[src/rtl/base64_decoder_strict_core_macros.svh]
// Assertion macros shared by the base64 decoder RTL.
// Included by files that carry concurrent assertions; depends on nothing.
`ifndef BASE64_DECODER_STRICT_CORE_MACROS_SVH
`define BASE64_DECODER_STRICT_CORE_MACROS_SVH

// Same-cycle implication, checked on every rising edge outside reset.
`define B64D_ASSERT(lbl, clk, rst_n, ante, cons) \
  lbl: assert property (@(posedge clk) disable iff (!(rst_n)) (ante) |-> (cons)) \
    else $error("b64d assertion failed");

// Next-cycle implication, checked on every rising edge outside reset.
`define B64D_ASSERT_NEXT(lbl, clk, rst_n, ante, cons) \
  lbl: assert property (@(posedge clk) disable iff (!(rst_n)) (ante) |=> (cons)) \
    else $error("b64d assertion failed");

`endif

[src/rtl/b64d_pkg.sv]
// Types, constants and the alphabet lookup for the strict base64 decoder.
// Depends on nothing; used by b64d_decode and base64_decoder_strict_core.
`timescale 1ns / 1ps

package b64d_pkg;

  typedef enum logic [1:0] {
    KIND_DATA = 2'd0,
    KIND_OK   = 2'd1,
    KIND_ERR  = 2'd2
  } kind_e;

  // Position of the next character inside its quartet.
  localparam logic [1:0] QPOS_FIRST  = 2'd0;
  localparam logic [1:0] QPOS_SECOND = 2'd1;
  localparam logic [1:0] QPOS_THIRD  = 2'd2;
  localparam logic [1:0] QPOS_FOURTH = 2'd3;

  localparam logic [7:0] CH_PAD     = 8'h3D;
  localparam logic [7:0] CH_UPPER_A = 8'h41;
  localparam logic [7:0] CH_UPPER_Z = 8'h5A;
  localparam logic [7:0] CH_LOWER_A = 8'h61;
  localparam logic [7:0] CH_LOWER_Z = 8'h7A;
  localparam logic [7:0] CH_DIGIT_0 = 8'h30;
  localparam logic [7:0] CH_DIGIT_9 = 8'h39;
  localparam logic [7:0] CH_PLUS    = 8'h2B;
  localparam logic [7:0] CH_SLASH   = 8'h2F;

  localparam logic [5:0] SX_LOWER_BASE = 6'd26;
  localparam logic [5:0] SX_DIGIT_BASE = 6'd52;
  localparam logic [5:0] SX_PLUS       = 6'd62;
  localparam logic [5:0] SX_SLASH      = 6'd63;

  localparam int unsigned MaxResults = 4;

  typedef struct packed {
    logic [1:0]  pos;
    logic [17:0] acc;
    logic        third_pad;
    logic        err;
  } state_t;

  typedef struct packed {
    logic [7:0] byte_value;
    kind_e      kind;
  } result_t;

  // Results caused by one input character, slot 0 first.
  typedef struct packed {
    logic [2:0]               num_res;
    result_t [MaxResults-1:0] res;
  } group_t;

  // Returns {valid, sextet}; valid is low for characters outside the alphabet.
  function automatic logic [6:0] sextet_of(input logic [7:0] ch);
    logic [6:0] r;
    r = '0;
    if (ch >= CH_UPPER_A && ch <= CH_UPPER_Z) begin
      r = {1'b1, 6'(ch - CH_UPPER_A)};
    end else if (ch >= CH_LOWER_A && ch <= CH_LOWER_Z) begin
      r = {1'b1, 6'(ch - CH_LOWER_A) + SX_LOWER_BASE};
    end else if (ch >= CH_DIGIT_0 && ch <= CH_DIGIT_9) begin
      r = {1'b1, 6'(ch - CH_DIGIT_0) + SX_DIGIT_BASE};
    end else if (ch == CH_PLUS) begin
      r = {1'b1, SX_PLUS};
    end else if (ch == CH_SLASH) begin
      r = {1'b1, SX_SLASH};
    end
    return r;
  endfunction

endpackage

[src/rtl/base64_decoder_strict_core.sv]
// Strict base64 decoder: one character in per cycle, decoded bytes and an end
// status out one per cycle while the receiver is ready, through a small queue
// of result groups. Each character is decoded in a single pass of b64d_decode,
// and the results it causes (up to three bytes and a status) are written to
// the queue in the same cycle. A new character is taken every cycle while the
// queue has room; the output side drains one result per transfer, so the three
// bytes of a quartet leave one after another there, and the queue of FIFO_DEPTH
// groups absorbs that burst. A message whose status is ended-with-error must be
// discarded in full by the consumer, including bytes sent before the error was
// found. Depends on b64d_pkg and b64d_decode.
`timescale 1ns / 1ps

module base64_decoder_strict_core
  import b64d_pkg::*;
#(
  parameter int unsigned FIFO_DEPTH = 4
) (
  input  logic       clk_i,
  input  logic       rst_ni,
  input  logic       s_axis_tvalid_i,
  output logic       s_axis_tready_o,
  input  logic [7:0] s_axis_tdata_i,   // [7:0] char_code
  input  logic       s_axis_tlast_i,   // end_of_message
  output logic       m_axis_tvalid_o,
  input  logic       m_axis_tready_i,
  output logic [7:0] m_axis_tdata_o,   // [7:0] byte_value
  output logic [1:0] m_axis_tuser_o,   // [1:0] kind
  output logic       m_axis_tlast_o    // last_of_run
);

`include "base64_decoder_strict_core_macros.svh"

  localparam int unsigned AW = (FIFO_DEPTH > 1) ? $clog2(FIFO_DEPTH) : 1;
  localparam int unsigned CW = $clog2(FIFO_DEPTH + 1);

  state_t          state_q, state_d;
  group_t          grp;
  group_t          fifo_q [FIFO_DEPTH];
  logic [AW-1:0]   wr_ptr_q, wr_ptr_d;
  logic [AW-1:0]   rd_ptr_q, rd_ptr_d;
  logic [CW-1:0]   cnt_q, cnt_d;
  logic [1:0]      idx_q, idx_d;
  logic            s_fire;
  logic            m_fire;
  logic            push;
  logic            pop;
  logic            out_last;
  group_t          head;
  result_t         cur;

  b64d_decode u_decode (
    .state_i          (state_q),
    .char_code_i      (s_axis_tdata_i),
    .end_of_message_i (s_axis_tlast_i),
    .state_o          (state_d),
    .group_o          (grp)
  );

  assign s_axis_tready_o = (cnt_q != CW'(FIFO_DEPTH));
  assign s_fire          = s_axis_tvalid_i && s_axis_tready_o;
  assign push            = s_fire && (grp.num_res != 3'd0);

  assign head     = fifo_q[rd_ptr_q];
  assign cur      = head.res[idx_q];
  assign out_last = ((3'({1'b0, idx_q}) + 3'd1) == head.num_res);

  assign m_axis_tvalid_o = (cnt_q != '0);
  assign m_axis_tdata_o  = cur.byte_value;
  assign m_axis_tuser_o  = cur.kind;
  assign m_axis_tlast_o  = out_last;
  assign m_fire          = m_axis_tvalid_o && m_axis_tready_i;
  assign pop             = m_fire && out_last;

  always_comb begin
    wr_ptr_d = wr_ptr_q;
    rd_ptr_d = rd_ptr_q;
    cnt_d    = cnt_q;
    idx_d    = idx_q;
    if (push) begin
      wr_ptr_d = (wr_ptr_q == AW'(FIFO_DEPTH - 1)) ? '0 : wr_ptr_q + 1'b1;
    end
    if (m_fire) begin
      idx_d = out_last ? 2'd0 : idx_q + 2'd1;
    end
    if (pop) begin
      rd_ptr_d = (rd_ptr_q == AW'(FIFO_DEPTH - 1)) ? '0 : rd_ptr_q + 1'b1;
    end
    if (push && !pop) begin
      cnt_d = cnt_q + 1'b1;
    end else if (pop && !push) begin
      cnt_d = cnt_q - 1'b1;
    end
  end

  always_ff @(posedge clk_i or negedge rst_ni) begin
    if (!rst_ni) begin
      state_q  <= '0;
      wr_ptr_q <= '0;
      rd_ptr_q <= '0;
      cnt_q    <= '0;
      idx_q    <= '0;
    end else begin
      if (s_fire) begin
        state_q <= state_d;
      end
      wr_ptr_q <= wr_ptr_d;
      rd_ptr_q <= rd_ptr_d;
      cnt_q    <= cnt_d;
      idx_q    <= idx_d;
    end
  end

  // Group storage needs no reset; entries are read only once written.
  always_ff @(posedge clk_i) begin
    if (push) begin
      fifo_q[wr_ptr_q] <= grp;
    end
  end

  `B64D_ASSERT(a_cnt_bound, clk_i, rst_ni, 1'b1, cnt_q <= CW'(FIFO_DEPTH))
  `B64D_ASSERT(a_head_nonempty, clk_i, rst_ni, m_axis_tvalid_o, head.num_res != 3'd0)
  `B64D_ASSERT(a_status_last, clk_i, rst_ni,
               m_axis_tvalid_o && m_axis_tuser_o != KIND_DATA,
               m_axis_tlast_o && m_axis_tdata_o == 8'h00)
  `B64D_ASSERT_NEXT(a_msg_end_clears, clk_i, rst_ni, s_fire && s_axis_tlast_i,
                    state_q.pos == QPOS_FIRST && !state_q.err)

endmodule

[src/rtl/b64d_decode.sv]
// Next-state and result logic for one character of the strict base64 decoder.
// Purely combinational; depends on b64d_pkg.
`timescale 1ns / 1ps

module b64d_decode
  import b64d_pkg::*;
(
  input  state_t     state_i,
  input  logic [7:0] char_code_i,
  input  logic       end_of_message_i,
  output state_t     state_o,
  output group_t     group_o
);

  logic [6:0]  sx;
  logic [5:0]  v;
  logic        bad;
  logic        is_pad;
  logic        err;
  logic        pad2;
  logic        pad3;
  logic [5:0]  d;
  logic [23:0] value;
  logic [2:0]  n;

  always_comb begin
    sx      = sextet_of(char_code_i);
    v       = sx[5:0];
    bad     = !sx[6];
    is_pad  = (char_code_i == CH_PAD);
    err     = state_i.err;
    pad2    = state_i.third_pad;
    pad3    = is_pad;
    d       = '0;
    value   = '0;
    n       = '0;
    state_o = state_i;
    group_o = '0;

    case (state_i.pos)
      QPOS_FIRST: begin
        if (is_pad || bad) begin
          err = 1'b1;
          v   = '0;
        end
        state_o.acc       = {v, 12'b0};
        state_o.third_pad = 1'b0;
        state_o.pos       = QPOS_SECOND;
      end
      QPOS_SECOND: begin
        if (is_pad || bad) begin
          err = 1'b1;
          v   = '0;
        end
        state_o.acc = state_i.acc | {6'b0, v, 6'b0};
        state_o.pos = QPOS_THIRD;
      end
      QPOS_THIRD: begin
        if (is_pad) begin
          state_o.third_pad = 1'b1;
          v = '0;
        end else if (bad) begin
          err = 1'b1;
          v   = '0;
        end
        state_o.acc = state_i.acc | {12'b0, v};
        state_o.pos = QPOS_FOURTH;
      end
      QPOS_FOURTH: begin
        d = pad3 ? 6'd0 : v;
        if (pad2 && !pad3) err = 1'b1;
        if ((pad2 || pad3) && !end_of_message_i) err = 1'b1;
        if (!pad3 && bad) err = 1'b1;
        // Leftover bits below the last whole byte must be zero.
        if (pad2 && state_i.acc[9:6] != 4'd0) err = 1'b1;
        if (pad3 && !pad2 && state_i.acc[1:0] != 2'd0) err = 1'b1;
        value = {state_i.acc, d};
        if (!err) begin
          group_o.res[n[1:0]] = '{byte_value: value[23:16], kind: KIND_DATA};
          n = n + 3'd1;
          if (!pad2) begin
            group_o.res[n[1:0]] = '{byte_value: value[15:8], kind: KIND_DATA};
            n = n + 3'd1;
          end
          if (!pad3) begin
            group_o.res[n[1:0]] = '{byte_value: value[7:0], kind: KIND_DATA};
            n = n + 3'd1;
          end
        end
        state_o.pos       = QPOS_FIRST;
        state_o.acc       = '0;
        state_o.third_pad = 1'b0;
      end
      default: begin
        state_o = state_i;
      end
    endcase

    state_o.err = err;

    if (end_of_message_i) begin
      if (state_i.pos != QPOS_FOURTH) err = 1'b1;
      group_o.res[n[1:0]] = '{byte_value: 8'h00, kind: (err ? KIND_ERR : KIND_OK)};
      n = n + 3'd1;
      state_o = '0;
    end

    group_o.num_res = n;
  end

endmodule

[config.mk]
export PLATFORM = sky130hd
export DESIGN_NAME = base64_decoder_strict_core
export DESIGN_NICKNAME = d
export VERILOG_FILES = /design/src/rtl/b64d_pkg.sv /design/src/rtl/base64_decoder_strict_core.sv /design/src/rtl/b64d_decode.sv
export VERILOG_INCLUDE_DIRS = /design/src /design/src/rtl
export SDC_FILE = /design/constraint.sdc
export NUM_CORES = 1
export LEC_CHECK = 0
export BUFFER_PORTS_ARGS = -buffer_cell sky130_fd_sc_hd__clkbuf_2
export CORE_ASPECT_RATIO = 0.8
export CORE_MARGIN = 5
export CORE_UTILIZATION = 45
export CTS_BUF_LIST = sky130_fd_sc_hd__clkbuf_16
export DETAILED_ROUTE_END_ITERATION = 8
export GPL_TIMING_DRIVEN = 0
export PLACE_DENSITY = 0.67
export SLEW_MARGIN = 10
export SYNTH_ARGS = -nofsm -noshare
export SYNTH_HDL_FRONTEND = slang
export SYNTH_SLANG_ARGS = --single-unit
[constraint.sdc]
create_clock -name clk_i -period 5.2 [get_ports clk_i]
set_clock_uncertainty 0.2 [all_clocks]
set_input_delay 0.78 -clock clk_i [delete_from_list [all_inputs] [get_ports clk_i]]
set_output_delay 0.78 -clock clk_i [all_outputs]
set_load 0.1 [all_outputs]
==> results of run 1 <==
==> metrics by stage <==
| stage | setup WS (ps) | hold slack [ps] | power, µW | setup TNS, ps |
|---|---|---|---|---|
| after floorplan | 47.4 | 242 | 3230 | 0 |
| after global placement | -1070 | 255 | 3590 | -84800 |
| after detailed placement | -615 | 265 | 3630 | -62080 |
| after CTS | 105 | 277 | 4930 | 0 |
| after global routing | 40.7 | 305 | 5120 | 0 |
| final | 250 | 271 | 4900 | 0 |
==> layer usage <==
| layer | wire length, µm | global-route usage | vias to the layer above |
|---|---|---|---|
| li1 | - | - | 2150 |
| met3 | 1040 | 0.0383 | 23 |
| met4 | 237 | 0.0512 | 0 |
| met1 | 7410 | 0.244 | 2424 |
| met2 | 8200 | 0.283 | 164 |
| met5 | 0 | 0 | - |
==> how the worst max path moves through the flow <==
stage / startpoint / end / slack (ps) / cells after the start
2_1_floorplan: s_axis_tdata_i[5] / cnt_q[1]$_DFFE_PN0P_ / 50 / 18
3_3_place_gp: s_axis_tdata_i[5] / fifo_q[3][12]$_DFFE_PP_ / -1070 / 15
3_5_place_dp: s_axis_tdata_i[5] / cnt_q[1]$_DFFE_PN0P_ / -620 / 18
4_1_cts: s_axis_tdata_i[5] / cnt_q[1]$_DFFE_PN0P_ / 100 / 18
5_1_grt: s_axis_tdata_i[5] / cnt_q[1]$_DFFE_PN0P_ / 40 / 18
6_report: s_axis_tdata_i[5] / cnt_q[1]$_DFFE_PN0P_ / 250 / 18
==> cell type report <==
cell class / count / share of cell area
flip-flops and latches: 171 / 0.552
multi-input cells: 317 / 0.308
clock buffers: 17 / 0.0472
well taps: 225 / 0.0312
clock inverters: 15 / 0.0207
repair buffers: 26 / 0.0175
plain buffers: 22 / 0.0117
inverters: 28 / 0.0117
==> registers in the layout (all words and copies together) (netlist names) <==
name and cells:
fifo_q 140, cnt_q 3, state_q 22, wr_ptr_q 2, rd_ptr_q 2, idx_q 2
==> cell families (layout without fill, tap and decap cells) <==
family	count (synthesis)	after routing	share of synthesized area
compound gates	87	87	0.0731
xor+xnor	12	12	0.0132
fa+ha+maj	29	29	0.0466
buf+inv	50	108	0.0263
flops	171	171	0.627
mux	49	49	0.122
simple gates	140	140	0.0922
==> cells in the final DEF (no fill, tap or decap), types with 4 or more instances in the layout <==
master,Yosys,layout
edfxtp_1,140,140
nand2_1,41,41
mux4_2,37,37
dfrtp_1,31,31
o21ai_0,28,28
ha_1,28,28
inv_1,26,27
nor2_1,27,27
clkbuf_2,0,24
clkbuf_16,0,17
nand3_1,14,14
a21oi_1,12,12
and3_1,9,9
o22ai_1,9,9
clkbuf_1,9,8
buf_2,8,8
nor3_1,8,8
mux2i_1,8,8
xnor2_1,7,7
and2_1,8,7
xor2_1,5,5
nand2b_1,4,4
a31oi_1,4,4
and2_2,3,4
inv_6,0,4
==> worst max-delay path: cells and delay by family <==
kind	cells	cell delay [ps]
compound gates	3	780
fa+ha+maj	4	1210
buf+inv	3	410
mux	1	270
simple gates	7	1580
==> power groups by stage <==
stage,registers (µW),logic (µW),clock network [µW]
final,1740,1860,1310
after detailed placement,1760,1860,0
after floorplan,1740,1490,0
after global routing,1760,1980,1390
after CTS,1740,1870,1320
after global placement,1750,1830,0
==> timing repair <==
| action | in CTS | in global routing |
|---|---|---|
| buffers inserted | 2 | 0 |
| endpoints found under the setup margin | 104 | 124 |
| resized for setup | 1 | 4 |
==> impl_metrics.yaml, run 1 <==
clock_network:
  numCtsBuffers: 17
  cts_hold_buf: 0
  htreeDepth: 4
  cts.clk_slew.worst_paths_ps: 70
  root_buffer: "clkbuf_16"
  clock_latency_ps: 420
  cts_tree: "built"
  clockBufferDepth: 2
  clkSinkCount: 171
synth:
  ys_top_cells_by_count: "140 x edfxtp_1, 41 x nand2_1, 37 x mux4_2"
  syn-cell-area_um2: 7940
  synth_top_flop_cell: "edfxtp_1"
  synth.most_common_cell: "edfxtp_1"
  synth.yosys.seq_area_share: 0.627
  synth_warnings: 0
  yosysTopAreaCell: "edfxtp_1"
  synth_top_area_share: 0.529
  syn_avg_cell_area_um2: 14.8
  synthesis.nets: 580
  synthArstFlopShare: 0.181
  synthCells: 538
  synth_edf_count: 140
  synthTopCellsByArea: "edfxtp_1 53%, mux4_2 10%, dfrtp_1 9.8%"
  ys_ff_latch: 171
  synth_cell_types: 72
placed_design:
  gp_congestion: 0.839
  dp_hpwl_mm: 11.3
  place_inst: 787
  placed_area_um2: 8370
  io_buffers: 23
floorplanning:
  io_pins: 26
  core_um2: 17300
  dieHeight_um: 129
  initial_core_util: 0.458
  dieArea_um2: 20400
  rows: 43
  dieWidth_um: 159
drt:
  drt-pass1-iter-count: 5
  viasPerCell: 5.80
  wl_per_cell_um: 20.6
  postRouteAntennaNets: 0
  drtIter0Drc: 397
  drc: 0
  vias: 4761
  wirelength_mm: 16.9
timing:
  max_freq_mhz: 202
  slew_violations: 0
  fin_crit_sh: 0.952
  max_slew.worst_pin.slew_ps: 1010
  rsz0062_at_grt: "no"
  relSlewSlack: 0.329
  period_minus_slack_ps: 4950
  setup_viol: 0
  hold_viol: 0
cells_and_area:
  drive_above_1_share: 0.216
  fin_area_um2: 9020
  n_antenna_cell: 0
  layout.cells.non_filler: 821
  nFillCells: 1399
  nets: 625
  multi_input_area_um2: 2780
  register_area_um2: 4980
  final_util: 0.521
  area_delta_synth_final_pct: 13.5
grt:
  overflow: 0
  grt_pass1_vias: 4773
  grt_max_degree: 36
  antenna_found_initial: 0
  track_usage: 0.176
  grt_pass1_wl_mm: 26.9
pwr:
  p_int_uw: 2980
  switchingPower_uw: 1920
  ir_worst_vdd_uv: 294
  combPwrFrac: 0.379
  pwr-share-clk: 0.267
  p_sw_frac: 0.392
  p_seq_frac: 0.355
  power_density_nw_per_um2: 543
  p_leak_uw: 0.00331
worst_setup_path:
  endpoint_kind: "register"
  cp_slowest_cell: "or3b_4"
  max_stage_delay_ps: 420
  r2r_end: "cnt_q[1]$_DFFE_PN0P_"
  cp.required_ps: 5310
  crit_path_frequent_cell: "ha_1"
  worstSetupStartpointType: "input port"
  rr_worst_depth: 14
  critPathArrivalTime_ps: 5060
  rr_startpoint: "state_q[1]$_DFFE_PN0P_"
  path_cells: "buf_6 -> or3b_4 -> nor2_4 -> nand3_1 -> clkbuf_2 -> ha_1 -> nor3b_2 -> o2111ai_4 -> a21oi_4 -> nand2b_1 -> ha_1 -> nor4b_1 -> nand2_1 -> o221a_4 -> ha_1 -> inv_1 -> fa_1 -> mux2_2"
  critPathKind: "in2reg"
  crit_fanout: 11
  reg2reg_slack_ps: 810
run_status:
  status: "finished clean"
min_path:
  hold_class: "in2async"
job:
  maxCapViolCount: 0
(Power assumes the default switching activity.)
==> run 2: changes to the inputs <==
--- a/config.mk
+++ b/config.mk
@@ -6,6 +6,7 @@
 export SDC_FILE = /design/constraint.sdc
 export NUM_CORES = 1
 export LEC_CHECK = 0
+export ABC_AREA = 1
 export BUFFER_PORTS_ARGS = -buffer_cell sky130_fd_sc_hd__clkbuf_2
 export CORE_ASPECT_RATIO = 0.8
 export CORE_MARGIN = 5
==> run 2 against run 1 <==
Compared with the run above: synthesized cell count is 41% higher; die area is 1.3% higher; via count is 21% higher; core utilization is 0.31 points higher; critical path depth is 3 higher; sequential power is 3% higher; fmax is 12% higher; global-route usage is 1.6 points higher; combinational power is 24% higher; critical endpoint unchanged.
==> impl_metrics.yaml, run 2 <==
timing:
  hold_viol: 0
  setup_viol: 0
  max_freq_mhz: 227
  max_slew.worst_pin.slew_ps: 1200
  slew_violations: 0
  relSlewSlack: 0.180
  period_minus_slack_ps: 4400
  rsz0062_at_grt: "no"
  fin_crit_sh: 0.846
synth:
  synth_edf_count: 140
  synth_top_flop_cell: "edfxtp_1"
  synth_warnings: 0
  synthArstFlopShare: 0.181
  ys_ff_latch: 171
  synthesis.nets: 798
  synthTopCellsByArea: "edfxtp_1 52%, dfrtp_1 9.6%, o21ai_0 5.7%"
  synth_top_area_share: 0.522
  synth.most_common_cell: "edfxtp_1"
  syn_avg_cell_area_um2: 10.7
  yosysTopAreaCell: "edfxtp_1"
  synth.yosys.seq_area_share: 0.618
  ys_top_cells_by_count: "140 x edfxtp_1, 107 x nor2_1, 92 x o21ai_0"
  syn-cell-area_um2: 8060
  synth_cell_types: 36
  synthCells: 756
clock_network:
  cts_tree: "built"
  htreeDepth: 4
  cts_resized: 0
  clkSinkCount: 171
  clock_latency_ps: 430
  cts_hold_buf: 0
  postCtsSetupRepairBufs: 0
  root_buffer: "clkbuf_16"
  clockBufferDepth: 2
  numCtsBuffers: 17
  cts.clk_slew.worst_paths_ps: 70
worst_setup_path:
  worstSetupStartpointType: "input port"
  critPathKind: "in2reg"
  crit_fanout: 10
  critPathArrivalTime_ps: 4520
  endpoint_kind: "register"
  cp.required_ps: 5320
cells_and_area:
  top_regs: "fifo_q: 140 flops, state_q: 22 flops, cnt_q: 3 flops"
  regMostFlops: "fifo_q"
  area_delta_synth_final_pct: 13.6
  final_common_cell: "edfxtp_1"
  largest_reg_flops: 140
  nFillCells: 1502
  final_util: 0.524
  fin_area_um2: 9160
  n_antenna_cell: 0
  drive_above_1_share: 0.110
  final_cell_mix: "140 x edfxtp_1, 103 x nor2_1, 92 x o21ai_0"
  nets: 845
drt:
  postRouteAntennaNets: 0
  vias: 5765
  viasPerCell: 5.54
  drc: 0
  wirelength_mm: 19.1
  drt-pass1-iter-count: 5
  drtIter0Drc: 601
  wl_per_cell_um: 18.4
floorplanning:
  core_um2: 17500
  dieHeight_um: 130
  initial_core_util: 0.461
  rows: 43
  dieWidth_um: 160
  io_pins: 26
  dieArea_um2: 20700
pwr:
  combPwrFrac: 0.429
  p_leak_uw: 0.00349
  ir_worst_vdd_uv: 359
  switchingPower_uw: 2430
  p_sw_frac: 0.452
  p_int_uw: 2950
  pwr-share-clk: 0.236
  p_seq_frac: 0.335
  power_density_nw_per_um2: 587
grt:
  grt_max_degree: 32
  antenna_found_initial: 0
  overflow: 0
  track_usage: 0.192
  grt_pass1_wl_mm: 30.6
  grt_pass1_vias: 5562
min_path:
  hold_class: "in2async"
placed_design:
  io_buffers: 24
  gp_congestion: 0.860
  placed_area_um2: 8570
  dp_hpwl_mm: 13.1
job:
  maxCapViolCount: 0
run_status:
  status: "finished clean"
[run 2: changes by cell type in the layout (fill, tap and decap cells not counted), sizes merged, moves of 10 or more]
cell    previous run  this run
clkbuf            49        69
nand3             14        33
nand2             41        89
a21oi             14        30
inv               34        86
and3              10         0
nor2              28       110
o221ai             2        18
and2              12         0
o22ai              9        20
o21ai             31        94
mux4              37         0
[run 2: logic make-up (layout without fill, tap and decap cells)]
| kind of cell | after synthesis | after routing | share of synthesized area |
|---|---|---|---|
| DFF | 171 | 171 | 0.618 |
| adders and majority gates | 29 | 29 | 0.0460 |
| buffers and inverters | 114 | 174 | 0.0537 |
| xor gates and xnor gates | 10 | 10 | 0.0109 |
| AOI/OAI and AO/OA | 185 | 185 | 0.137 |
| and+or+nand+nor | 247 | 247 | 0.134 |
[run 2: final timing paths]
path / slack [ps] / depth (start not counted) / end / startpoint
hold reg to reg: 320 / 2 / state_q[6]$_DFFE_PN0P_ / state_q[6]$_DFFE_PN0P_
setup / recovery: 800 / 21 / cnt_q[1]$_DFFE_PN0P_ / s_axis_tdata_i[1]
max in group asynchronous: 4000 / 1 / state_q[19]$_DFFE_PN0P_ / rst_ni
hold / removal: 250 / 1 / cnt_q[1]$_DFFE_PN0P_ / rst_ni
min in group clk_i: 320 / 2 / state_q[6]$_DFFE_PN0P_ / state_q[6]$_DFFE_PN0P_
setup reg to reg: 830 / 19 / cnt_q[1]$_DFFE_PN0P_ / state_q[1]$_DFFE_PN0P_
[run 2: area by class of cell]
class | count | area (µm²) | share of cell area
well taps | 225 | 282 | 0.0307
repair buffers | 28 | 200 | 0.0219
clock buffers | 17 | 425 | 0.0465
multi-input cells | 471 | 2680 | 0.292
plain buffers | 32 | 125 | 0.0137
inverters | 82 | 308 | 0.0336
clock inverters | 15 | 161 | 0.0176
flip-flops and latches | 171 | 4980 | 0.544
[run 2: per-layer routing]
layer  track usage  vias to the layer above  wire, µm
met1         0.267                     2767      8770
li1              -                     2757         -
met5             0                        -         0
met3        0.0423                       30      1450
met4        0.0658                        0       342
met2         0.304                      211      8560
[run 2: stage by stage]
stage	std cells	hold slack [ps]	worst slack (ps)	power, µW	setup TNS, ps
global route	1041	325	406	5640	0
detailed placement	1009	314	336	4120	0
global placement	1005	272	-1460	4070	-189620
finish	1041	253	798	5370	0
CTS	1041	271	783	5390	0
floorplan	756	253	189	3530	0
[run 2: power by group through the flow]
stage / Sequential (µW) / Clock (µW) / Combinational (µW)
after floorplan: 1810 / 0 / 1720
after global placement: 1840 / 0 / 2230
after detailed placement: 1830 / 0 / 2300
after CTS: 1800 / 1280 / 2310
after global routing: 1820 / 1340 / 2480
final: 1800 / 1270 / 2310
[run 2: worst max-delay path: stages]
cell and delay, ps:
clkbuf_2 170, inv_1 90, ha_1 220, nand3_2 230, inv_1 190, ha_1 210
o21ai_1 70, o211ai_1 110, a21oi_2 300, nand4_1 220, ha_1 330, or2_2 310
a21oi_2 150, nand2_2 90, nand2_4 150, inv_1 60, ha_1 190, inv_1 90
fa_1 410, nor2_1 90, a21oi_1 40
==> run 3: changes to the inputs <==
==> constraint.sdc (replaced) <==
create_clock -name clk_i -period 4.2 [get_ports clk_i]
set_clock_uncertainty 0.2 [all_clocks]
set_input_delay 0.63 -clock clk_i [delete_from_list [all_inputs] [get_ports clk_i]]
set_output_delay 0.63 -clock clk_i [all_outputs]
set_load 0.1 [all_outputs]
==> run 3 against run 2 <==
Compared with the run above: via count grew 0.52%; non-clock buffer count increased by 12; total power up 24%; core utilization rose by 0.84 points; routed wire length increased by 1.4%; sequential share of layout area down 0.86 points; cell count increased by 1.2%; register-to-register slack got worse by 580 ps; sequential cell count did not move.
==> impl_metrics.yaml, run 3 (synthesis results as in run 2) <==
run_status:
  status: "finished clean"
worst_setup_path:
  crit_fanout: 10
  endpoint_kind: "output port"
  r2r_end: "cnt_q[1]$_DFFE_PN0P_"
  critPathArrivalTime_ps: 3180
  rr_startpoint: "state_q[1]$_DFFE_PN0P_"
  worstSetupStartpointType: "register"
  reg2reg_slack_ps: 250
  critPathKind: "reg2out"
  cp.required_ps: 3370
  rr_worst_depth: 20
timing:
  fin_crit_sh: 0.955
  setup_viol: 0
  max_freq_mhz: 249
  relSlewSlack: 0.372
  rsz0062_at_grt: "no"
  final.setup.worst_slack_ps: 189
  hold_viol: 0
  fin_tns_setup_ps: 0
  period_minus_slack_ps: 4010
  max_slew.worst_pin.slew_ps: 939
  slew_violations: 0
floorplanning:
  core_um2: 17500
  rows: 43
  dieWidth_um: 160
  io_pins: 26
  initial_core_util: 0.461
  dieHeight_um: 130
  dieArea_um2: 20700
drt:
  vias: 5795
  viasPerCell: 5.50
  wl_per_cell_um: 18.4
  wirelength_mm: 19.4
  drc: 0
  postRouteAntennaNets: 0
  drt-pass1-iter-count: 5
  drtIter0Drc: 579
grt:
  track_usage: 0.191
  antenna_found_initial: 0
  grt_pass1_vias: 5506
  overflow: 0
  grt_max_degree: 32
  grt_pass1_wl_mm: 30.1
cells_and_area:
  nFillCells: 1534
  register_area_um2: 4980
  multi_input_area_um2: 2690
  top_regs: "fifo_q: 140 flops, state_q: 22 flops, cnt_q: 3 flops"
  nets: 857
  regMostFlops: "fifo_q"
  n_antenna_cell: 0
  drive_above_1_share: 0.124
  area_delta_synth_final_pct: 15.5
  final_cell_mix: "140 x edfxtp_1, 102 x nor2_1, 91 x o21ai_0"
  final_common_cell: "edfxtp_1"
  largest_reg_flops: 140
clock_network:
  cts_tree: "built"
  clkSinkCount: 171
  clockBufferDepth: 2
  numCtsBuffers: 17
  clock_latency_ps: 430
  htreeDepth: 4
  root_buffer: "clkbuf_16"
  cts_hold_buf: 0
  cts.clk_slew.worst_paths_ps: 60
pwr:
  power_density_nw_per_um2: 714
  ir_worst_vdd_uv: 605
  finalPower_uw: 6650
  p_leak_uw: 0.00357
placed_design:
  io_buffers: 24
  dp_hpwl_mm: 13.2
  dp_slack_ps: -571
  gp_congestion: 0.860
min_path:
  hold_class: "in2async"
job:
  maxCapViolCount: 0
==> run 3: changes by cell type in the layout (fill, tap and decap cells not counted), moves of 2 or more <==
| cell | change |
|---|---|
| clkinv_2 | -2 |
| inv_1 | +2 |
| buf_16 | +2 |
| clkbuf_1 | -5 |
| buf_4 | +11 |
| inv_6 | -3 |
| clkinv_1 | +3 |
==> run 3: final cells by class <==
class	instances	area share
clock inverters	15	0.0147
well taps	225	0.0303
inverters	82	0.0331
multi-input cells	471	0.289
plain buffers	31	0.0139
clock buffers	17	0.0457
flip-flops and latches	171	0.535
repair buffers	41	0.0379
==> run 3: through the flow <==
| stage | cells | area, µm² | hold slack [ps] | utilization |
|---|---|---|---|---|
| global placement | 1005 | 8470 | 288 | 0.484 |
| global route | 1053 | 9300 | 161 | 0.532 |
| CTS | 1042 | 9160 | 123 | 0.524 |
| finish | 1053 | 9300 | 103 | 0.532 |
| detailed placement | 1009 | 8580 | 300 | 0.491 |
| floorplan | 756 | 8070 | 134 | - |
==> run 3: worst max-delay path: stages, from the launching register on <==
cell	delay, ps
dfrtp_1	520
clkinv_1	210
clkbuf_1	400
clkbuf_1	480
nor2_1	100
o22ai_1	380
a32o_1	190
clkbuf_2	460
==> run 3: worst max path at each step <==
stage	from	end	slack, ps
3_5_place_dp	s_axis_tdata_i[1]	cnt_q[1]$_DFFE_PN0P_	-570
5_1_grt	rd_ptr_q[0]$_DFFE_PN0P_	m_axis_tdata_o[1]	2
2_1_floorplan	s_axis_tdata_i[5]	fifo_q[0][0]$_DFFE_PP_	-90
4_1_cts	s_axis_tdata_i[1]	cnt_q[1]$_DFFE_PN0P_	8
6_report	rd_ptr_q[0]$_DFFE_PN0P_	m_axis_tdata_o[4]	190
3_3_place_gp	s_axis_tdata_i[1]	fifo_q[3][7]$_DFFE_PP_	-1340
==> run 3: repair_timing <==
action / 4_1_cts / 5_1_grt
resized for setup: 2 / 16
pin swaps: 0 / 5
buffers inserted: 1 / 12
endpoints found under the setup margin: 47 / 124
gates cloned: 0 / 0
==> run 3: power by group <==
| group | internal [µW] | total (µW) | switching, µW |
|---|---|---|---|
| clock | 866 | 1490 | 627 |
| sequential | 2120 | 2240 | 126 |
| combinational | 690 | 2910 | 2220 |
==> run 3: layer usage <==
metal / share of wire / track usage / up-vias
met2: 0.46 / 0.302 / 185
met4: 0.013 / 0.0531 / 0
met5: 0 / 0 / -
li1: - / - / 2784
met3: 0.064 / 0.0458 / 22
met1: 0.46 / 0.267 / 2804
